[src/hdl/ffca_pkg.sv]
// ----------------------------------------------------------------------------
// ffca_pkg
// shared types and constants for the first-fit contiguous block allocator
// ----------------------------------------------------------------------------
package ffca_pkg;

	localparam int NUM_BLOCKS_DEF = 128;
	localparam int MAX_ALLOCS_DEF = 16;

	localparam int LEN_W    = 8;
	localparam int BIU_W    = 8;
	localparam int STATUS_W = 2;
	localparam int START_W  = 7;
	localparam int INDEX_W  = 4;

	localparam logic [BIU_W-1:0] BIU_RESET = 8'd128;

	typedef enum logic [STATUS_W-1:0] {
		ST_GRANTED = 2'd0,
		ST_FULL    = 2'd1,
		ST_NOSPACE = 2'd2
	} status_t;

	typedef enum logic [2:0] {
		S_CLEAR,
		S_IDLE,
		S_CHECK,
		S_SCAN,
		S_MARK
	} state_t;

	typedef struct packed {
		logic    clear;
		logic    load;
		logic    scan;
		logic    mark;
		logic    finish;
		status_t code;
	} ctl_cmd_t;

	typedef struct packed {
		logic clear_last;
		logic full;
		logic zero_len;
		logic found;
		logic exhausted;
		logic mark_last;
	} dp_stat_t;

endpackage

[src/hdl/first_fit_contiguous_allocator.sv]
// ----------------------------------------------------------------------------
// first_fit_contiguous_allocator
// first-fit allocator of contiguous block runs over a one-bit occupancy map
// ----------------------------------------------------------------------------
// usage:
//   a request word (request_length) is taken at a clock edge with start high
//   and busy low. one result word (status, first_block, alloc_index) follows,
//   shown for exactly one cycle with done high; the receiver cannot stall it.
//   blocks_in_use must be written with blocks_in_use_we only while no
//   request is open; the block itself does not enforce this.
// sequence:
//   table full or zero length: result straight from the check, no scan.
//   otherwise the map ram is read one block per cycle from block 0 until a
//   run fits or min(blocks_in_use, NUM_BLOCKS) blocks are read, then each
//   granted block is marked in the map. busy is low again in the cycle
//   that done is shown.
// reset:
//   count cleared, blocks_in_use back to 128, then the map ram is swept to
//   free, one block per cycle from block 0 to the last, with busy held high.
// ----------------------------------------------------------------------------
module first_fit_contiguous_allocator
	import ffca_pkg::*;
#(
	parameter int NUM_BLOCKS = NUM_BLOCKS_DEF,
	parameter int MAX_ALLOCS = MAX_ALLOCS_DEF
) (
	input  logic                clk,
	input  logic                arst_n,
	input  logic                start,
	output logic                busy,
	input  logic [LEN_W-1:0]    request_length,
	input  logic                blocks_in_use_we,
	input  logic [BIU_W-1:0]    blocks_in_use,
	output logic                done,
	output logic [STATUS_W-1:0] status,
	output logic [START_W-1:0]  first_block,
	output logic [INDEX_W-1:0]  alloc_index
);

	ctl_cmd_t cmd;
	dp_stat_t stat;

	ffca_ctrl u_ctrl (
		.clk    (clk),
		.arst_n (arst_n),
		.start  (start),
		.stat   (stat),
		.cmd    (cmd),
		.busy   (busy)
	);

	ffca_dpath #(
		.NUM_BLOCKS (NUM_BLOCKS),
		.MAX_ALLOCS (MAX_ALLOCS)
	) u_dpath (
		.clk              (clk),
		.arst_n           (arst_n),
		.cmd              (cmd),
		.stat             (stat),
		.request_length   (request_length),
		.blocks_in_use_we (blocks_in_use_we),
		.blocks_in_use    (blocks_in_use),
		.done             (done),
		.status           (status),
		.first_block      (first_block),
		.alloc_index      (alloc_index)
	);

endmodule

[src/hdl/ffca_ram.sv]
// ----------------------------------------------------------------------------
// ffca_ram
// generic single-write, single-read ram with registered read data
// ----------------------------------------------------------------------------
module ffca_ram #(
	parameter int WIDTH = 1,
	parameter int DEPTH = 128
) (
	input  logic                     clk,
	input  logic                     we,
	input  logic [$clog2(DEPTH)-1:0] waddr,
	input  logic [WIDTH-1:0]         wdata,
	input  logic [$clog2(DEPTH)-1:0] raddr,
	output logic [WIDTH-1:0]         rdata
);

	logic [WIDTH-1:0] mem_q [DEPTH];
	logic [WIDTH-1:0] rdata_q;

	always_ff @(posedge clk) begin
		if (we) begin
			mem_q[waddr] <= wdata;
		end
		rdata_q <= mem_q[raddr];
	end

	assign rdata = rdata_q;

endmodule

[src/hdl/ffca_ctrl.sv]
// ----------------------------------------------------------------------------
// ffca_ctrl
// sequencer: map clear after reset, request check, scan, mark, result
// ----------------------------------------------------------------------------
module ffca_ctrl
	import ffca_pkg::*;
(
	input  logic     clk,
	input  logic     arst_n,
	input  logic     start,
	input  dp_stat_t stat,
	output ctl_cmd_t cmd,
	output logic     busy
);

	state_t state_q;
	state_t state_d;

	always_ff @(posedge clk or negedge arst_n) begin
		if (!arst_n) begin
			state_q <= S_CLEAR;
		end else begin
			state_q <= state_d;
		end
	end

	always_comb begin
		state_d    = state_q;
		cmd        = '0;
		cmd.code   = ST_NOSPACE;
		busy       = 1'b1;
		case (state_q)
			S_CLEAR: begin
				cmd.clear = 1'b1;
				if (stat.clear_last) begin
					state_d = S_IDLE;
				end
			end
			S_IDLE: begin
				busy = 1'b0;
				if (start) begin
					cmd.load = 1'b1;
					state_d  = S_CHECK;
				end
			end
			S_CHECK: begin
				if (stat.full) begin
					cmd.finish = 1'b1;
					cmd.code   = ST_FULL;
					state_d    = S_IDLE;
				end else if (stat.zero_len) begin
					cmd.finish = 1'b1;
					cmd.code   = ST_NOSPACE;
					state_d    = S_IDLE;
				end else begin
					state_d = S_SCAN;
				end
			end
			S_SCAN: begin
				cmd.scan = 1'b1;
				if (stat.found) begin
					state_d = S_MARK;
				end else if (stat.exhausted) begin
					cmd.finish = 1'b1;
					cmd.code   = ST_NOSPACE;
					state_d    = S_IDLE;
				end
			end
			S_MARK: begin
				cmd.mark = 1'b1;
				if (stat.mark_last) begin
					cmd.finish = 1'b1;
					cmd.code   = ST_GRANTED;
					state_d    = S_IDLE;
				end
			end
			default: begin
				state_d = S_IDLE;
			end
		endcase
	end

endmodule

[src/hdl/ffca_dpath.sv]
// ----------------------------------------------------------------------------
// ffca_dpath
// occupancy map ram, scan counters, run tracking, allocation count, result
// ----------------------------------------------------------------------------
module ffca_dpath
	import ffca_pkg::*;
#(
	parameter int NUM_BLOCKS = NUM_BLOCKS_DEF,
	parameter int MAX_ALLOCS = MAX_ALLOCS_DEF
) (
	input  logic                clk,
	input  logic                arst_n,
	input  ctl_cmd_t            cmd,
	output dp_stat_t            stat,
	input  logic [LEN_W-1:0]    request_length,
	input  logic                blocks_in_use_we,
	input  logic [BIU_W-1:0]    blocks_in_use,
	output logic                done,
	output logic [STATUS_W-1:0] status,
	output logic [START_W-1:0]  first_block,
	output logic [INDEX_W-1:0]  alloc_index
);

	localparam int BW = $clog2(NUM_BLOCKS);
	localparam int CW = BW + 1;
	localparam int LW = (CW > BIU_W) ? CW : BIU_W;
	localparam int AW = $clog2(MAX_ALLOCS + 1);
	localparam int SW = (BW > START_W) ? BW : START_W;
	localparam int XW = (AW > INDEX_W) ? AW : INDEX_W;

	logic [BIU_W-1:0]    biu_q;
	logic [AW-1:0]       count_q;
	logic [LEN_W-1:0]    len_q;
	logic [CW-1:0]       rd_idx_q;
	logic                pend_s1;
	logic [BW-1:0]       idx_s1;
	logic [LEN_W-1:0]    run_q;
	logic [BW-1:0]       run_start_q;
	logic [BW-1:0]       mk_addr_q;
	logic [LEN_W-1:0]    mk_cnt_q;
	logic                done_q;
	logic [STATUS_W-1:0] status_q;
	logic [START_W-1:0]  start_q;
	logic [INDEX_W-1:0]  index_q;

	logic [LW-1:0]    limit;
	logic [LW-1:0]    biu_ext;
	logic             issue;
	logic             map_bit;
	logic [LEN_W-1:0] run_inc;
	logic [BW-1:0]    cand_start;
	logic [SW-1:0]    start_ext;
	logic [XW-1:0]    index_ext;

	ffca_ram #(
		.WIDTH (1),
		.DEPTH (NUM_BLOCKS)
	) u_map (
		.clk   (clk),
		.we    (cmd.clear | cmd.mark),
		.waddr (mk_addr_q),
		.wdata (cmd.mark),
		.raddr (rd_idx_q[BW-1:0]),
		.rdata (map_bit)
	);

	assign biu_ext    = LW'(biu_q);
	assign limit      = (biu_ext > LW'(NUM_BLOCKS)) ? LW'(NUM_BLOCKS) : biu_ext;
	assign issue      = LW'(rd_idx_q) < limit;
	assign run_inc    = run_q + LEN_W'(1);
	assign cand_start = (run_q == '0) ? idx_s1 : run_start_q;
	assign start_ext  = SW'(run_start_q);
	assign index_ext  = XW'(count_q);

	always_comb begin
		stat            = '0;
		stat.clear_last = mk_addr_q == BW'(NUM_BLOCKS - 1);
		stat.full       = count_q >= AW'(MAX_ALLOCS);
		stat.zero_len   = len_q == '0;
		stat.found      = pend_s1 && !map_bit && (run_inc == len_q);
		stat.exhausted  = !pend_s1 && !issue;
		stat.mark_last  = mk_cnt_q == LEN_W'(1);
	end

	// control registers
	always_ff @(posedge clk or negedge arst_n) begin
		if (!arst_n) begin
			biu_q     <= BIU_RESET;
			count_q   <= '0;
			mk_addr_q <= '0;
			pend_s1   <= 1'b0;
			done_q    <= 1'b0;
		end else begin
			if (blocks_in_use_we) begin
				biu_q <= blocks_in_use;
			end
			if (cmd.load) begin
				pend_s1 <= 1'b0;
			end else if (cmd.scan) begin
				pend_s1 <= issue;
			end
			if (cmd.clear || cmd.mark) begin
				mk_addr_q <= mk_addr_q + BW'(1);
			end else if (cmd.scan && stat.found) begin
				mk_addr_q <= cand_start;
			end
			done_q <= cmd.finish;
			if (cmd.finish && cmd.code == ST_GRANTED) begin
				count_q <= count_q + AW'(1);
			end
		end
	end

	// scan and result payload
	always_ff @(posedge clk) begin
		if (cmd.load) begin
			len_q    <= request_length;
			rd_idx_q <= '0;
			run_q    <= '0;
		end
		if (cmd.scan) begin
			if (issue) begin
				rd_idx_q <= rd_idx_q + CW'(1);
				idx_s1   <= rd_idx_q[BW-1:0];
			end
			if (pend_s1) begin
				if (!map_bit) begin
					run_start_q <= cand_start;
					run_q       <= run_inc;
				end else begin
					run_q <= '0;
				end
			end
			if (stat.found) begin
				mk_cnt_q <= len_q;
			end
		end
		if (cmd.mark) begin
			mk_cnt_q <= mk_cnt_q - LEN_W'(1);
		end
		if (cmd.finish) begin
			status_q <= cmd.code;
			if (cmd.code == ST_GRANTED) begin
				start_q <= start_ext[START_W-1:0];
				index_q <= index_ext[INDEX_W-1:0];
			end else begin
				start_q <= '0;
				index_q <= '0;
			end
		end
	end

	assign done        = done_q;
	assign status      = status_q;
	assign first_block = start_q;
	assign alloc_index = index_q;

endmodule

[config.mk]
export PLATFORM = sky130hd
export DESIGN_NAME = first_fit_contiguous_allocator
export DESIGN_NICKNAME = d
export VERILOG_FILES = /design/src/hdl/ffca_pkg.sv /design/src/hdl/first_fit_contiguous_allocator.sv /design/src/hdl/ffca_ram.sv /design/src/hdl/ffca_ctrl.sv /design/src/hdl/ffca_dpath.sv
export SDC_FILE = /design/constraint.sdc
export NUM_CORES = 1
export LEC_CHECK = 0
export BUFFER_PORTS_ARGS = -buffer_cell sky130_fd_sc_hd__buf_2
export CAP_MARGIN = 10
export CORE_ASPECT_RATIO = 1.4
export CORE_MARGIN = 4
export CORE_UTILIZATION = 45
export CTS_CLUSTER_SIZE = 16
export DETAILED_ROUTE_END_ITERATION = 8
export PLACE_DENSITY = 0.72
export SLEW_MARGIN = 20
export SYNTH_ARGS = -nofsm -noshare
export SYNTH_HDL_FRONTEND = slang
export SYNTH_SLANG_ARGS = --single-unit
export TNS_END_PERCENT = 50
[constraint.sdc]
create_clock -name clk -period 5.9 [get_ports clk]
set_clock_uncertainty 0.1 [all_clocks]
set_input_delay 0.885 -clock clk [delete_from_list [all_inputs] [get_ports clk]]
set_output_delay 0.885 -clock clk [all_outputs]
set_load 0.01 [all_outputs]
==> impl_metrics.py <==
metrics = {
    "outcome": {
        "status": "complete, no violations",
    },
    "sta": {
        "rsz0062_at_grt": "false",
        "finalCriticalPeriod_ns": 3.470,
        "worst_pin_slew_ns": 0.8080,
        "max_slew_margin_pct": 46.14,
        "setup_violations": 0,
        "hold_viol": 0,
        "fin_crit_sh_pct": 58.81,
        "holdWs_ns": 0.2706,
        "fmax_mhz": 288.2,
        "tns_ns": 0,
        "slew_violations": 0,
    },
    "yosys": {
        "syn-cell-area_sq_um": 9823,
        "yosys_warnings": 0,
        "yosysSeqAreaShare_pct": 62.12,
        "synth.distinct_cells": 71,
        "synth-seq-cells": 213,
        "syn_avg_cell_area_sq_um": 12.89,
        "syn-instance-count": 762,
        "synth-async-reset-ratio_pct": 11.74,
        "syn-num-nets": 797,
        "synth_ff_type": "edfxtp_1",
        "synth_edf_count": 171,
    },
    "global_routing": {
        "grt_max_degree": 93,
        "grt_pass1_wl_mm": 32.40,
        "grt_use_total_pct": 16.88,
        "overflow": 0,
        "grt_pass1_vias": 6097,
        "antenna_found_initial": 0,
    },
    "worst_setup_path": {
        "r2r_slack_ns": 2.43,
        "worstPathArrival_ns": 3.55,
        "r2r-start": "u_ctrl.state_q[0]",
        "worstReg2RegEnd": "u_dpath.u_map.mem_q[44]",
        "worstPathRequired_ns": 5.98,
        "end_kind": "register",
        "rr_worst_depth": 4,
        "cp-start-kind": "register",
        "crit_start": "u_ctrl.state_q[0]",
        "critPathKind": "reg2reg",
        "cp_max_fo": 92,
    },
    "pwr": {
        "clockPowerShare_pct": 31.6,
        "swShare_pct": 30.63,
        "power_mw": 4.099,
        "p_seq_share_pct": 47.0,
        "p_leak_nw": 4.008,
        "intPower_mw": 2.844,
        "power_frac_comb_pct": 21.5,
        "p_sw_mw": 1.256,
        "p_per_area_nw_per_um2": 379.6,
        "ir_drop_v": 0.0002115,
    },
    "floorplanning": {
        "core-area_sq_um": 21360,
        "dieWidth_um": 132.9,
        "start_util_pct": 45.98,
        "die_height_um": 182.8,
        "num_rows": 63,
        "io_pins": 35,
        "dieArea_sq_um": 24290,
    },
    "route": {
        "viasPerCell": 5.582,
        "drt_wl_total_mm": 20.39,
        "m1WireLength_mm": 7.561,
        "drtPass1Iterations": 5,
        "detail-route-antenna-nets": 0,
        "drc": 0,
        "route.met2.wl_mm": 11.13,
        "dr.first_iter.drc_count": 596,
        "vias": 6040,
        "routed-wl-met3_mm": 1.070,
        "wl_per_cell_um": 18.85,
        "highest_layer": "met4",
    },
    "run": {
        "drv_cap": 0,
    },
    "clocking": {
        "hold_buffers": 0,
        "cts_buffer_depth": 3,
        "clk_latency_ns": 0.51,
        "cts.sink_count": 213,
        "cts_buffers": 21,
        "cts_tree": "built",
        "clk_root_buffer_cell": "clkbuf_16",
        "cts_resized": 0,
        "clkSlewWorstSetupHoldPaths_ns": 0.07,
        "htreeDepth": 1,
        "cts_setup_buffers": 0,
    },
    "hold_path": {
        "hp-class": "in2async",
    },
    "placement": {
        "numPortBuffers": 34,
        "gp_congestion": 0.8803,
        "dp_hpwl_mm": 13.47,
    },
    "finish": {
        "drive_gt1_share_pct": 16.33,
        "num-nets-final": 812,
        "n_antenna_cell": 0,
        "area_growth_pct": 9.923,
    },
}
[layout make-up]
class	count	area (sq um)
clock buffers	23	533.0
flip-flops and latches	213	6105
well taps	292	365.4
inverters	19	71.32
fillers	1820	10560
repair buffers	38	200.2
clock inverters	13	118.9
multi-input cells	484	3405
[critical path, stage by stage (launching register included)]
cell     delay [ns]
dfrtp_1        0.54
nor2_1         0.56
nand2_1        0.49
inv_2          0.70
buf_4          0.73
[power groups by stage]
stage	logic (mW)	registers [mW]	clock network [mW]
final	0.880	1.93	1.29
after global routing	0.971	1.94	1.37
after CTS	0.889	1.92	1.31
after detailed placement	0.882	1.95	0
after global placement	0.875	1.95	0
after floorplan	0.703	1.88	0
[layout by cell type, fill, tap and decap left out, types with 3 or more instances in the layout]
cell / instances
clkbuf_16: 21
or3_1: 11
nand3_1: 14
buf_2: 34
a31oi_1: 3
nor3_1: 5
o21ai_0: 25
and3_1: 13
clkinv_1: 7
a21oi_1: 7
nor4_1: 5
dfxtp_1: 15
dfrtp_1: 24
o211ai_1: 9
edfxtp_1: 171
ha_1: 15
nand4_1: 4
nor2b_1: 10
nor4b_1: 3
inv_1: 16
xor2_1: 6
mux2_2: 11
xnor2_1: 14
buf_4: 4
o31ai_1: 4
nor2_1: 142
a211oi_1: 5
nand3b_1: 8
o221ai_1: 3
mux2i_1: 24
a22oi_1: 6
nand2_1: 66
or2_2: 3
mux4_2: 29
[sequential cells by signal, indices dropped and copies added (netlist names)]
| name | cells |
|---|---|
| u_dpath.u_map.mem_q | 128 |
| u_dpath.biu_ext | 8 |
| u_dpath.len_q | 8 |
| u_dpath.mk_cnt_q | 8 |
| u_dpath.rd_idx_q | 8 |
| u_dpath.run_q | 8 |
| u_dpath.first_block | 7 |
| u_dpath.idx_s1 | 7 |
| u_dpath.mk_addr_q | 7 |
| u_dpath.run_start_q | 7 |
| u_dpath.count_q | 5 |
| u_dpath.alloc_index | 4 |
| u_ctrl.state_q | 3 |
| u_dpath.status | 2 |
| u_dpath.done | 1 |
| u_dpath.pend_s1 | 1 |
| u_dpath.u_map.rdata | 1 |
[per-stage QoR]
step / instances / util (%) / setup slack [ns] / area, sq um
after floorplan: 762 / - / 2.310 / 9823
after global placement: 1046 / 47.50 / 2.593 / 10150
after detailed placement: 1046 / 47.50 / 2.464 / 10150
after CTS: 1082 / 50.55 / 2.447 / 10800
after global routing: 1082 / 50.55 / 1.996 / 10800
final: 1082 / 50.55 / 2.430 / 10800
[cell families (layout without fill, tap and decap cells)]
| kind of cell | after synthesis | count (layout) | share of synthesized area, % |
|---|---|---|---|
| AND/OR/NAND/NOR | 303 | 303 | 14.56 |
| flip-flops | 213 | 213 | 62.12 |
| AO/OA/AOI/OAI | 80 | 80 | 5.554 |
| buffers and inverters | 65 | 93 | 3.222 |
| multiplexers | 64 | 64 | 10.36 |
| XOR/XNOR | 22 | 22 | 2.280 |
| adder cells (fa/ha/maj) | 15 | 15 | 1.911 |
[worst max-delay path by stage]
stage                                   end  slack (ns)  cells past startpoint
detailed placement  u_dpath.u_map.mem_q[62]        2.46                      4
finish              u_dpath.u_map.mem_q[44]        2.43                      4
global route        u_dpath.u_map.mem_q[86]        2.00                      4
global placement    u_dpath.u_map.mem_q[32]        2.59                      4
CTS                 u_dpath.u_map.mem_q[35]        2.45                      4
floorplan            u_dpath.u_map.mem_q[0]        2.31                      5
[synthesized netlist by cell type (all sizes together), types with 3 or more instances]
master	count	share of area [%]
edfxtp	171	52
nor2	142	5.4
nand2	66	2.5
mux4	29	6.6
clkbuf	25	1.1
o21ai	25	1.3
dfrtp	24	6.1
mux2i	24	2.4
buf	21	1.4
inv	18	0.69
dfxtp	17	3.5
ha	15	1.9
nand3	15	0.82
and3	14	0.90
xnor2	14	1.2
mux2	11	1.3
or3	11	0.70
nor2b	10	0.64
nand3b	9	0.73
o211ai	9	0.69
a21oi	8	0.45
a211oi	6	0.51
a22oi	6	0.46
xor2	6	0.53
nor3	5	0.25
nor4	5	0.32
a21o	4	0.33
nand4	4	0.25
nor4b	4	0.51
o31ai	4	0.31
or2	4	0.25
a31oi	3	0.19
and2	3	0.19
o221ai	3	0.27
[metal layers]
metal,vias to the layer above,global-route usage (%)
li1,2820,-
met5,-,0
met2,187,31.53
met1,2988,19.36
met4,0,6.156
met3,45,2.827
No activity file was read; power rests on OpenSTA's default activity.
